**src/rtl/mandel_pkg.sv**
```systemverilog
// ----------------------------------------------------------------------------
// Mandelbrot escape-time package
// Shared widths, register codes, the point record that travels down the
// iteration chain, and the 32-bit saturation helper.
// ----------------------------------------------------------------------------
`timescale 1ns / 1ps

package mandel_pkg;

  localparam int MAX_COLS   = 1024;
  localparam int MAX_ROWS   = 1024;
  localparam int ITER_CELLS = 255;
  localparam int FRAC_BITS  = 28;

  localparam int NUM_CELLS = ITER_CELLS + 1;
  localparam int CNT_W     = $clog2(ITER_CELLS + 1);
  localparam int COORD_W   = 10;
  localparam int WORD_W    = 32;
  localparam int STEP_W    = 28;
  localparam int LIMIT_W   = 8;
  localparam int CFG_IDX_W = 3;
  localparam int PROD_W    = COORD_W + STEP_W;
  localparam int WIDE_W    = 2 * WORD_W + 2;

  localparam logic signed [WORD_W-1:0] CMIN_REAL_RST = -32'sd536870912;
  localparam logic signed [WORD_W-1:0] CMIN_IMAG_RST = -32'sd268435456;
  localparam logic [STEP_W-1:0]        STEP_REAL_RST = 28'd1260260;
  localparam logic [STEP_W-1:0]        STEP_IMAG_RST = 28'd1120816;
  localparam logic [LIMIT_W-1:0]       LIMIT_RST     = 8'd255;

  localparam logic [2*WORD_W:0] RADIUS_SQ =
    {{(2*WORD_W-2){1'b0}}, 3'b100} << (2 * FRAC_BITS);

  typedef enum logic [CFG_IDX_W-1:0] {
    REG_CMIN_REAL = 3'd0,
    REG_CMIN_IMAG = 3'd1,
    REG_STEP_REAL = 3'd2,
    REG_STEP_IMAG = 3'd3,
    REG_ITER_LIMIT = 3'd4
  } cfg_reg_t;

  typedef struct packed {
    logic                     run;
    logic                     esc;
    logic [CNT_W-1:0]         iter;
    logic signed [WORD_W-1:0] c_re;
    logic signed [WORD_W-1:0] c_im;
    logic signed [WORD_W-1:0] re;
    logic signed [WORD_W-1:0] im;
  } point_t;

  function automatic logic signed [WORD_W-1:0] sat_word(input logic signed [WIDE_W-1:0] x);
    logic [WIDE_W-WORD_W:0] top;
    top = x[WIDE_W-1:WORD_W-1];
    if (top == '0 || top == '1) begin
      return x[WORD_W-1:0];
    end else if (x[WIDE_W-1]) begin
      return {1'b1, {(WORD_W-1){1'b0}}};
    end else begin
      return {1'b0, {(WORD_W-1){1'b1}}};
    end
  endfunction

endpackage

```
**src/rtl/mandel_map.sv**
```systemverilog
// ----------------------------------------------------------------------------
// Mandelbrot coordinate mapper
// Clamps the pixel position and forms c = cmin + coordinate * step in two
// stages: a registered product, then a saturated sum.
// ----------------------------------------------------------------------------
`timescale 1ns / 1ps

module mandel_map (
  input  logic                                  clk,
  input  logic                                  rst,
  input  logic                                  adv,
  input  logic                                  in_vld,
  input  logic [mandel_pkg::COORD_W-1:0]        column,
  input  logic [mandel_pkg::COORD_W-1:0]        row,
  input  logic signed [mandel_pkg::WORD_W-1:0]  cmin_real,
  input  logic signed [mandel_pkg::WORD_W-1:0]  cmin_imag,
  input  logic [mandel_pkg::STEP_W-1:0]         step_real,
  input  logic [mandel_pkg::STEP_W-1:0]         step_imag,
  output logic                                  out_vld,
  output mandel_pkg::point_t                    out_pt
);
  import mandel_pkg::*;

  logic [COORD_W-1:0]        col_c;
  logic [COORD_W-1:0]        row_c;
  logic                      prod_vld;
  logic [PROD_W-1:0]         prod_re;
  logic [PROD_W-1:0]         prod_im;
  logic signed [WIDE_W-1:0]  sum_re;
  logic signed [WIDE_W-1:0]  sum_im;

  always_comb begin
    col_c = (32'(column) >= MAX_COLS) ? COORD_W'(MAX_COLS - 1) : column;
    row_c = (32'(row) >= MAX_ROWS) ? COORD_W'(MAX_ROWS - 1) : row;
    sum_re = WIDE_W'(cmin_real) + WIDE_W'(prod_re);
    sum_im = WIDE_W'(cmin_imag) + WIDE_W'(prod_im);
  end

  always_ff @(posedge clk) begin
    if (rst) begin
      prod_vld <= 1'b0;
      out_vld  <= 1'b0;
    end else if (adv) begin
      prod_vld <= in_vld;
      out_vld  <= prod_vld;
    end
  end

  always_ff @(posedge clk) begin
    if (adv) begin
      prod_re     <= PROD_W'(col_c) * PROD_W'(step_real);
      prod_im     <= PROD_W'(row_c) * PROD_W'(step_imag);
      out_pt.run  <= 1'b1;
      out_pt.esc  <= 1'b0;
      out_pt.iter <= '0;
      out_pt.c_re <= sat_word(sum_re);
      out_pt.c_im <= sat_word(sum_im);
      out_pt.re   <= '0;
      out_pt.im   <= '0;
    end
  end

endmodule

```
**config.mk**
```make
export PLATFORM = sky130hd
export DESIGN_NAME = mandel_map
export DESIGN_NICKNAME = d
export VERILOG_FILES = /design/src/rtl/mandel_pkg.sv /design/src/rtl/mandel_map.sv
export SDC_FILE = /design/constraint.sdc
export NUM_CORES = 1
export LEC_CHECK = 0
export BUFFER_PORTS_ARGS = -buffer_cell sky130_fd_sc_hd__buf_2
export CORE_MARGIN = 2
export CORE_UTILIZATION = 50
export CTS_CLUSTER_DIAMETER = 30
export CTS_CLUSTER_SIZE = 12
export DETAILED_ROUTE_END_ITERATION = 8
export PLACE_DENSITY = 0.72
export RECOVER_POWER = 50
export SLEW_MARGIN = 20
export SYNTH_ARGS = -nofsm -noshare
export SYNTH_HDL_FRONTEND = slang
export SYNTH_SLANG_ARGS = --single-unit
```
**constraint.sdc**
```tcl
create_clock -name clk -period 6.5 [get_ports clk]
set_input_delay 0.325 -clock clk [delete_from_list [all_inputs] [get_ports clk]]
set_output_delay 0.325 -clock clk [all_outputs]
set_load 0.03 [all_outputs]
```
==> results.cfg, run 1 <==
[outcome]
status = finished with violations
violations = capacitance limit, slew limit

[power]
p_switching_mw = 7.621
intPower_mw = 7.470
powerDensity_nw_per_um2 = 523.5
power_mw = 15.09
p_sw_share_pct = 50.50
p_clk_share_pct = 6.6
p_leak_nw = 13.82
power_frac_comb_pct = 79.5
vdd_drop_max_v = 0.0003475
p_seq_share_pct = 13.9

[timing]
worst_pin_slew_ns = 3.433
fin_skew_ns = 0.007917
finalCritPeriodShare_pct = 89.62
setup_tns_ns = 0
layout_min_cycle_time_ns = 5.825
timing.final.hold_violations = 0
relSlewSlack_pct = -128.9
timing.fmax_mhz = 171.7
maxSlewViolCount = 145
rsz0062_at_grt = no
setup-violations-final = 0

[worst_setup_path]
cp-end-kind = flop
arrival_ns = 6.04
crit_type = primary input to flop
worstPathCellList = buf_2, and2_1, fa_1, fa_1, fa_1, fa_1, inv_1, fa_1, inv_1, ha_1, and3_1, and2_1, a221oi_1, a31oi_1, nand4_1, nand4_1, a31oi_1, o21ai_0, o311ai_0
ff2ff_path_depth = 13
cp_slowest_cell = fa_1
rrSetupSlack_ns = 2.21
cp-start-kind = primary input
r2r_end = out_pt[111]
crit_required_ns = 6.72
rr_startpoint = prod_re[0]
max_stage_delay_ns = 0.57
cpMostUsedCell = fa_1
worstPathMaxFanout = 28

[place]
io_buffers = 208
post-dp-hpwl_um = 51660
place_congestion = 0.9392
placed_cell_area_um2 = 28300

[final_layout]
fin_util_pct = 53.68
syn2layout_area_growth_pct = 6.464
drive_gt1_share_pct = 7.573
final_area_um2 = 28830
fill_cells = 4917
nNetsFinal = 3872
final_common_cell = inv_1
mostFrequentLayoutCells = inv_1 (427), fa_1 (414), nand2_1 (361), and2_1 (302), ha_1 (224)

[logic_synthesis]
muxShareOfSynthArea_pct = 0.1109
ys_seq_area_share_pct = 15.67
synth.avg_cell_area_um2 = 9.068
ys_warn_count = 0
synth-main-ff-cell = edfxtp_1
synth_edf_count = 140
syn_inst = 2986
synthArstFlopShare_pct = 0
synth.distinct_cells = 83
yosys.area_share.adder_pct = 40.96
ys_seq_elements = 142
synth-simple-area-share_pct = 17.40
synth-compound-area-share_pct = 11.68
synth-xor-area-share_pct = 4.043
netlist_area_um2 = 27080
synth_top_family_by_area = adder cells

[drt]
first_iter_violations = 1560
ant_nets = 0
vias_per_cell = 5.342
totalWireLength_um = 63330
wire_per_inst_um = 16.64
dr.pass1.iters = 6
drcViolationCount = 0
vias = 20325

[clock_tree]
hold_buffers = 0
post_cts_resized = 0
cts_sinks = 142
clk_path_buf_depth = 2
clk_pin_slew_ns = 0.06
cts_root_buffer = clkbuf_16
numCtsBuffers = 17
htreeDepth = 4
cts_tree = built
clk_latency_ns = 0.44
cts_setup_buffers = 0

[global_route]
grt_util_all_layers_pct = 23.39
grt_pass1_vias = 20439
grt_max_degree = 80
antenna_found_initial = 10
overflow = 0
grt_first_pass_wirelength_um = 105800

[floorplan]
dieArea_um2 = 56030
coreArea_um2 = 53710
die-width_um = 236.7
pin_count = 283
rows = 85
start_util_pct = 50.42
fp.dieH_um = 236.7

[job]
drv_cap = 2

[hold_path]
hp-start = rst
holdPathEnd = prod_vld
hold_path.class = primary input to flop
hold-path-cell-count = 2
## worst max-delay path by stage
| stage | slack (ns) | to | startpoint |
|---|---|---|---|
| after floorplan | 0.45 | prod_im[33] | row[2] |
| after global placement | 0.35 | prod_im[34] | row[1] |
| after detailed placement | 0.25 | prod_im[34] | row[1] |
| after CTS | 0.72 | prod_im[34] | row[1] |
| after global routing | 0.28 | prod_re[36] | column[5] |
| final | 0.67 | prod_re[36] | column[5] |
## power groups by stage
stage | combinational (mW) | clock, mW | sequential [mW]
final | 12.0 | 0.996 | 2.10
after global placement | 11.7 | 0 | 2.10
after floorplan | 8.94 | 0 | 2.37
after global routing | 13.6 | 1.06 | 2.13
after detailed placement | 11.8 | 0 | 2.11
after CTS | 11.9 | 1.02 | 2.09
## flip-flops by register name, summed over array words and instances, names as in the netlist
name / cells
out_pt: 64
prod_im: 38
prod_re: 38
out_vld: 1
prod_vld: 1
## synth_stat cells, types with 5 or more instances
cell,n,area share [%]
nand2b_1,21,0.49
o21ai_1,23,0.43
nor3_1,37,0.68
nand3_1,36,0.67
nand4_1,17,0.39
xnor2_1,75,2.4
inv_1,427,5.9
ha_1,224,10
a31oi_1,16,0.37
nor2_1,102,1.4
a21o_1,54,1.5
o21a_1,16,0.44
a211oi_1,11,0.30
a21oi_1,131,2.4
nor4_1,7,0.16
and3_1,17,0.39
nand2_1,361,5.0
o21ai_2,21,0.68
nor2b_1,10,0.23
buf_2,8,0.15
buf_1,11,0.15
o31ai_1,9,0.25
o211ai_1,17,0.47
clkbuf_1,120,1.7
o21bai_1,21,0.58
xor2_1,50,1.6
a2111oi_0,6,0.19
o21ai_0,98,1.8
a311oi_1,5,0.16
and2_1,304,7.0
buf_4,74,2.1
or3_1,6,0.14
fa_1,414,31
edfxtp_1,140,16
## critical path: cells and delay by family
kind | cells | cell delay [ns]
adders and majority gates | 6 | 2.76
AOI/OAI and AO/OA | 5 | 1.41
and+or+nand+nor | 5 | 0.96
buffers and inverters | 3 | 0.56
## through the flow
step	instances	hold slack [ns]	setup slack, ns
finish	3805	0.06117	0.6750
global route	3804	0.04856	0.2816
CTS	3799	0.02850	0.7228
detailed placement	3767	0.4938	0.2492
global placement	3767	0.4796	0.3472
floorplan	3058	0.3974	0.4482
## metal layers
layer  wire length, um  share of wire (%)  global-route usage [%]  up-vias
met5                47              0.074                       0        -
li1                  -                  -                       -     9735
met3              3944                6.2                   3.661       58
met2             27640                 44                   35.14      723
met1             30870                 49                   35.58     9801
met4               821                1.3                   5.217        8
## final cells by class
type | count | area, um^2 | area share (%)
multi-input cells | 2270 | 20370 | 70.65
clock inverters | 10 | 140.1 | 0.4861
clock buffers | 22 | 464.2 | 1.610
flip-flops and latches | 142 | 4244 | 14.72
repair buffers | 229 | 1111 | 3.854
diodes | 6 | 15.01 | 0.05208
inverters | 430 | 1617 | 5.608
well taps | 696 | 870.8 | 3.021
## kinds of logic after synthesis
group	Yosys count
AO/OA/AOI/OAI	485
XOR/XNOR	125
adder cells (fa/ha/maj)	638
buffers and inverters	646
flip-flops	142
multiplexers	3
other	2
AND/OR/NAND/NOR	945
Power figures use the tool's default switching activity.
==> run 2, diff against run 1 <==
--- a/config.mk
+++ b/config.mk
@@ -6,7 +6,7 @@
 export NUM_CORES = 1
 export LEC_CHECK = 0
 export BUFFER_PORTS_ARGS = -buffer_cell sky130_fd_sc_hd__buf_2
-export CORE_MARGIN = 2
+export CORE_MARGIN = 4
 export CORE_UTILIZATION = 50
 export CTS_CLUSTER_DIAMETER = 30
 export CTS_CLUSTER_SIZE = 12
==> results.cfg, run 2 (synthesized netlist as in run 1, its figures left out) <==
[outcome]
status = finished with violations
violations = capacitance limit, slew limit

[hold_path]
hp-start = rst
hold_path.class = primary input to flop

[drt]
vias_per_cell = 5.336
dr.pass1.iters = 5
first_iter_violations = 1619
wire_per_inst_um = 16.86
totalWireLength_um = 64210
drcViolationCount = 0
ant_nets = 0
vias = 20326

[global_route]
grt_util_all_layers_pct = 22.68
grt_pass1_vias = 20190
overflow = 0
antenna_found_initial = 4
grt_first_pass_wirelength_um = 106400
grt_max_degree = 88

[final_layout]
nNetsFinal = 3880
final_common_cell = inv_1
max_flop_register = out_pt
syn2layout_area_growth_pct = 6.747
fin_util_pct = 53.82
largest_reg_flops = 64
biggestRegsByFlops = out_pt (64), prod_im (38), prod_re (38)
mostFrequentLayoutCells = inv_1 (427), fa_1 (414), nand2_1 (361), and2_1 (300), ha_1 (224)
drive_gt1_share_pct = 7.749
seqCellArea_um2 = 4244
multi_input_area_um2 = 20370
instances_no_fill = 3809
fill_cells = 4906
final_area_um2 = 28900

[timing]
finalWorstSetupSlack_ns = 0.6080
timing.fmax_mhz = 169.7
rsz0062_at_grt = no
timing.final.hold_violations = 0
maxSlewViolCount = 88
relSlewSlack_pct = -206.7
worst_pin_slew_ns = 4.600
fin_skew_ns = 0.01032
setup_tns_ns = 0
finalCritPeriodShare_pct = 90.65
setup-violations-final = 0
hold_ws_ns = 0.06011
layout_min_cycle_time_ns = 5.892

[clock_tree]
htreeDepth = 4
cts_tree = built
cts_setup_buffers = 0
clk_pin_slew_ns = 0.06
post_cts_resized = 0
clk_path_buf_depth = 2
numCtsBuffers = 17
cts_root_buffer = clkbuf_16
clk_latency_ns = 0.43
hold_buffers = 0
cts_sinks = 142

[power]
intPower_mw = 7.535
p_leak_nw = 13.87
p_seq_share_pct = 13.8
powerDensity_nw_per_um2 = 525.3
power_frac_comb_pct = 79.3
vdd_drop_max_v = 0.0003657
p_sw_share_pct = 50.37
power_mw = 15.18
p_clk_share_pct = 6.9
p_switching_mw = 7.648

[floorplan]
fp.dieH_um = 240.7
start_util_pct = 50.42
coreArea_um2 = 53710
dieArea_um2 = 57940
die-width_um = 240.7
rows = 85
pin_count = 283

[worst_setup_path]
cpMostUsedCell = fa_1
rr_startpoint = prod_re[0]
worstPathCellList = buf_2, nand2_1, fa_1, inv_1, fa_1, fa_1, fa_1, inv_1, fa_1, inv_1, ha_1, and3_1, nand3_1, or3_1, a311oi_1, o31a_1, nand2_1, a41oi_1, a21oi_1, o21ai_0, xnor2_1
max_stage_delay_ns = 0.55
startpoint = row[1]
cp_slowest_cell = fa_1
crit_type = primary input to flop
worstPathMaxFanout = 21
cp-start-kind = primary input
cp-end-kind = flop
arrival_ns = 6.07
crit_required_ns = 6.68

[place]
io_buffers = 208
place_congestion = 0.9323
placed_cells = 3775
placed_cell_area_um2 = 28360
post-dp-hpwl_um = 52800
pre_cts_ws_ns = 0.1733

[job]
drv_cap = 1
## run 2: cell types whose count changed in the layout (fill, tap and decap cells not counted), sizes merged
| cell | previous run | this run |
|---|---|---|
| buf | 160 | 168 |
| bufinv | 3 | 5 |
| clkbuf | 91 | 89 |
| clkinv | 3 | 4 |
| clkinvlp | 3 | 2 |
| diode | 6 | 3 |
| inv | 431 | 430 |
## run 2: per-layer routing
layer  routed length (um)  up-vias  track usage [%]  share of wire [%]
met4                  752        4            4.495                1.2
met3                 4368       60            4.045                6.8
met2                27900      641            33.77                 43
met1                31160     9870            35.06                 49
li1                     -     9751                -                  -
met5                   24        -                0              0.037
## run 2: layout make-up
| type | count | share of cell area, % |
|---|---|---|
| Clock buffer | 20 | 1.511 |
| Antenna cell | 3 | 0.02597 |
| Inverter | 430 | 5.593 |
| Tap cell | 696 | 3.013 |
| Multi-Input combinational cell | 2270 | 70.46 |
| Timing Repair Buffer | 237 | 4.052 |
| Clock inverter | 11 | 0.6623 |
| Sequential cell | 142 | 14.68 |
## run 2: worst max-delay path: cells and delay by family
kind / cells / cell delay [ns]
xor gates and xnor gates: 1 / 0.09
buffers and inverters: 4 / 0.53
adders and majority gates: 6 / 2.88
and+or+nand+nor: 5 / 0.89
AOI/OAI and AO/OA: 5 / 1.33
## run 2: final timing paths
kind	depth (start not counted)	slack, ns	endpoint
max	21	0.61	prod_im[34]
min	2	0.06	out_vld
max reg2reg	13	2.36	out_pt[115]
min reg2reg	2	0.49	out_vld
## run 2: power by group through the flow
stage / clock (mW) / combinational [mW] / sequential, mW
2_1_floorplan: 0 / 8.94 / 2.37
3_3_place_gp: 0 / 11.8 / 2.09
3_5_place_dp: 0 / 11.9 / 2.10
4_1_cts: 1.07 / 12.0 / 2.08
5_1_grt: 1.11 / 13.6 / 2.13
6_report: 1.05 / 12.0 / 2.09
==> run 3, diff against run 2 <==
--- a/config.mk
+++ b/config.mk
@@ -7,12 +7,14 @@
 export LEC_CHECK = 0
 export BUFFER_PORTS_ARGS = -buffer_cell sky130_fd_sc_hd__buf_2
 export CORE_MARGIN = 4
-export CORE_UTILIZATION = 50
+export CORE_UTILIZATION = 55
 export CTS_CLUSTER_DIAMETER = 30
 export CTS_CLUSTER_SIZE = 12
 export DETAILED_ROUTE_END_ITERATION = 8
-export PLACE_DENSITY = 0.72
+export HOLD_SLACK_MARGIN = 0.1
+export PLACE_DENSITY = 0.78
 export RECOVER_POWER = 50
+export SETUP_SLACK_MARGIN = 0.15
 export SLEW_MARGIN = 20
 export SYNTH_ARGS = -nofsm -noshare
 export SYNTH_HDL_FRONTEND = slang
==> results.cfg, run 3 (synthesized netlist as in run 1, its figures left out) <==
[outcome]
status = finished with violations
violations = capacitance limit, slew limit

[worst_setup_path]
cp-start-kind = primary input
startpoint = row[5]
crit_end = prod_im[33]
rr_startpoint = prod_re[0]
crit_type = primary input to flop
arrival_ns = 6.14
worstPathMaxFanout = 18
ff2ff_path_depth = 13
r2r_end = out_pt[119]
cp-end-kind = flop
crit_required_ns = 6.69
rrSetupSlack_ns = 2.22

[power]
powerDensity_nw_per_um2 = 530.0
vdd_drop_max_v = 0.0003200
p_leak_nw = 13.80

[clock_tree]
cts_root_buffer = clkbuf_16
clk_latency_ns = 0.43
cts_setup_buffers = 0
clk_path_buf_depth = 2
clk_pin_slew_ns = 0.06
cts_tree = built
numCtsBuffers = 17
cts_sinks = 142
htreeDepth = 4

[final_layout]
biggestRegsByFlops = out_pt (64), prod_im (38), prod_re (38)
nNetsFinal = 3873
mostFrequentLayoutCells = inv_1 (427), fa_1 (414), nand2_1 (361), and2_1 (301), ha_1 (224)
syn2layout_area_growth_pct = 6.178
instances_no_fill = 3770
drive_gt1_share_pct = 7.506
final_common_cell = inv_1
largest_reg_flops = 64
fin_util_pct = 58.85
max_flop_register = out_pt

[timing]
rsz0062_at_grt = no
fin_skew_ns = 0.008136
relSlewSlack_pct = -170.1
finalCritPeriodShare_pct = 91.61
timing.fmax_mhz = 167.9
finalWorstSetupSlack_ns = 0.5454
worst_pin_slew_ns = 4.051
hold_ws_ns = 0.1451
layout_min_cycle_time_ns = 5.955
setup_tns_ns = 0
maxSlewViolCount = 145
setup-violations-final = 0
timing.final.hold_violations = 0

[drt]
dr.pass1.iters = 7
ant_nets = 0
vias = 20779
totalWireLength_um = 66290
drcViolationCount = 0
vias_per_cell = 5.512
first_iter_violations = 1785
wire_per_inst_um = 17.58

[job]
drv_cap = 2

[place]
placed_cells = 3735
pre_cts_ws_ns = 0.1841
post-dp-hpwl_um = 54580
place_congestion = 0.9621
io_buffers = 208

[floorplan]
start_util_pct = 55.43
pin_count = 283
coreArea_um2 = 48850
rows = 81
die-width_um = 229.9
fp.dieH_um = 229.9
dieArea_um2 = 52840

[global_route]
grt_first_pass_wirelength_um = 109400
grt_util_all_layers_pct = 25.21
grt_pass1_vias = 21263
grt_max_degree = 75
overflow = 0
antenna_found_initial = 2

[hold_path]
hold_path.class = primary input to flop
hp-start = in_vld
[run 3: cell type report]
type	count	area, um^2
fill	4245	20100
antenna	2	5.005
sequential	142	4244
clock inverter	15	128.9
multi-input combinational	2270	20370
tap	664	830.8
clock buffer	17	425.4
inverter	430	1617
timing repair buffer	230	1134
[run 3: worst max-delay path, cell delays in order]
cell and delay [ns]:
buf_2 0.23, buf_4 0.24, and2_1 0.16, fa_1 0.51, inv_1 0.06, fa_1 0.40
inv_1 0.11, fa_1 0.45, fa_1 0.49, inv_1 0.05, fa_1 0.53, inv_1 0.06
ha_1 0.34, a21oi_1 0.21, nor3_1 0.07, a2111oi_0 0.42, o21ai_0 0.15, a21oi_1 0.18
o21ai_0 0.16, a211oi_1 0.25, o21bai_1 0.15, a2111o_1 0.44, o311ai_0 0.14
[run 3: metal layers]
metal / vias to the layer above / part of all wire [%] / global-route usage [%]
met4: 0 / 1.6 / 5.728
met2: 851 / 45 / 39.53
met1: 10132 / 46 / 37.74
met5: - / 0 / 0
met3: 73 / 7.1 / 3.221
li1: 9723 / - / -
[run 3: power breakdown]
part / internal, mW / leakage, nW / total (mW) / switching (mW)
clock: 0.552 / 0.262 / 0.911 / 0.359
sequential: 1.97 / 1.37 / 2.10 / 0.137
combinational: 4.92 / 12.2 / 12.2 / 7.30
[run 3: worst min-delay path by stage]
stage / endpoint / slack (ns) / cells past startpoint
final: prod_vld / 0.15 / 3
after global routing: prod_vld / 0.17 / 3
after CTS: prod_vld / 0.13 / 3
after detailed placement: out_vld / 0.50 / 2
after global placement: out_vld / 0.47 / 2
after floorplan: out_vld / 0.40 / 1
[run 3: timing repair]
item / 4_1_cts / 5_1_grt
gates resized for setup: 0 / 0
endpoints found under the hold margin: 2 / 0
hold buffers: 1 / 0
[run 3: per-stage QoR]
step                area (um^2)  power [mW]
floorplan                 27350       11.31
global placement          28270       13.85
finish                    28750       15.24
global route              28750       16.83
CTS                       28840       15.19
detailed placement        28270       14.20
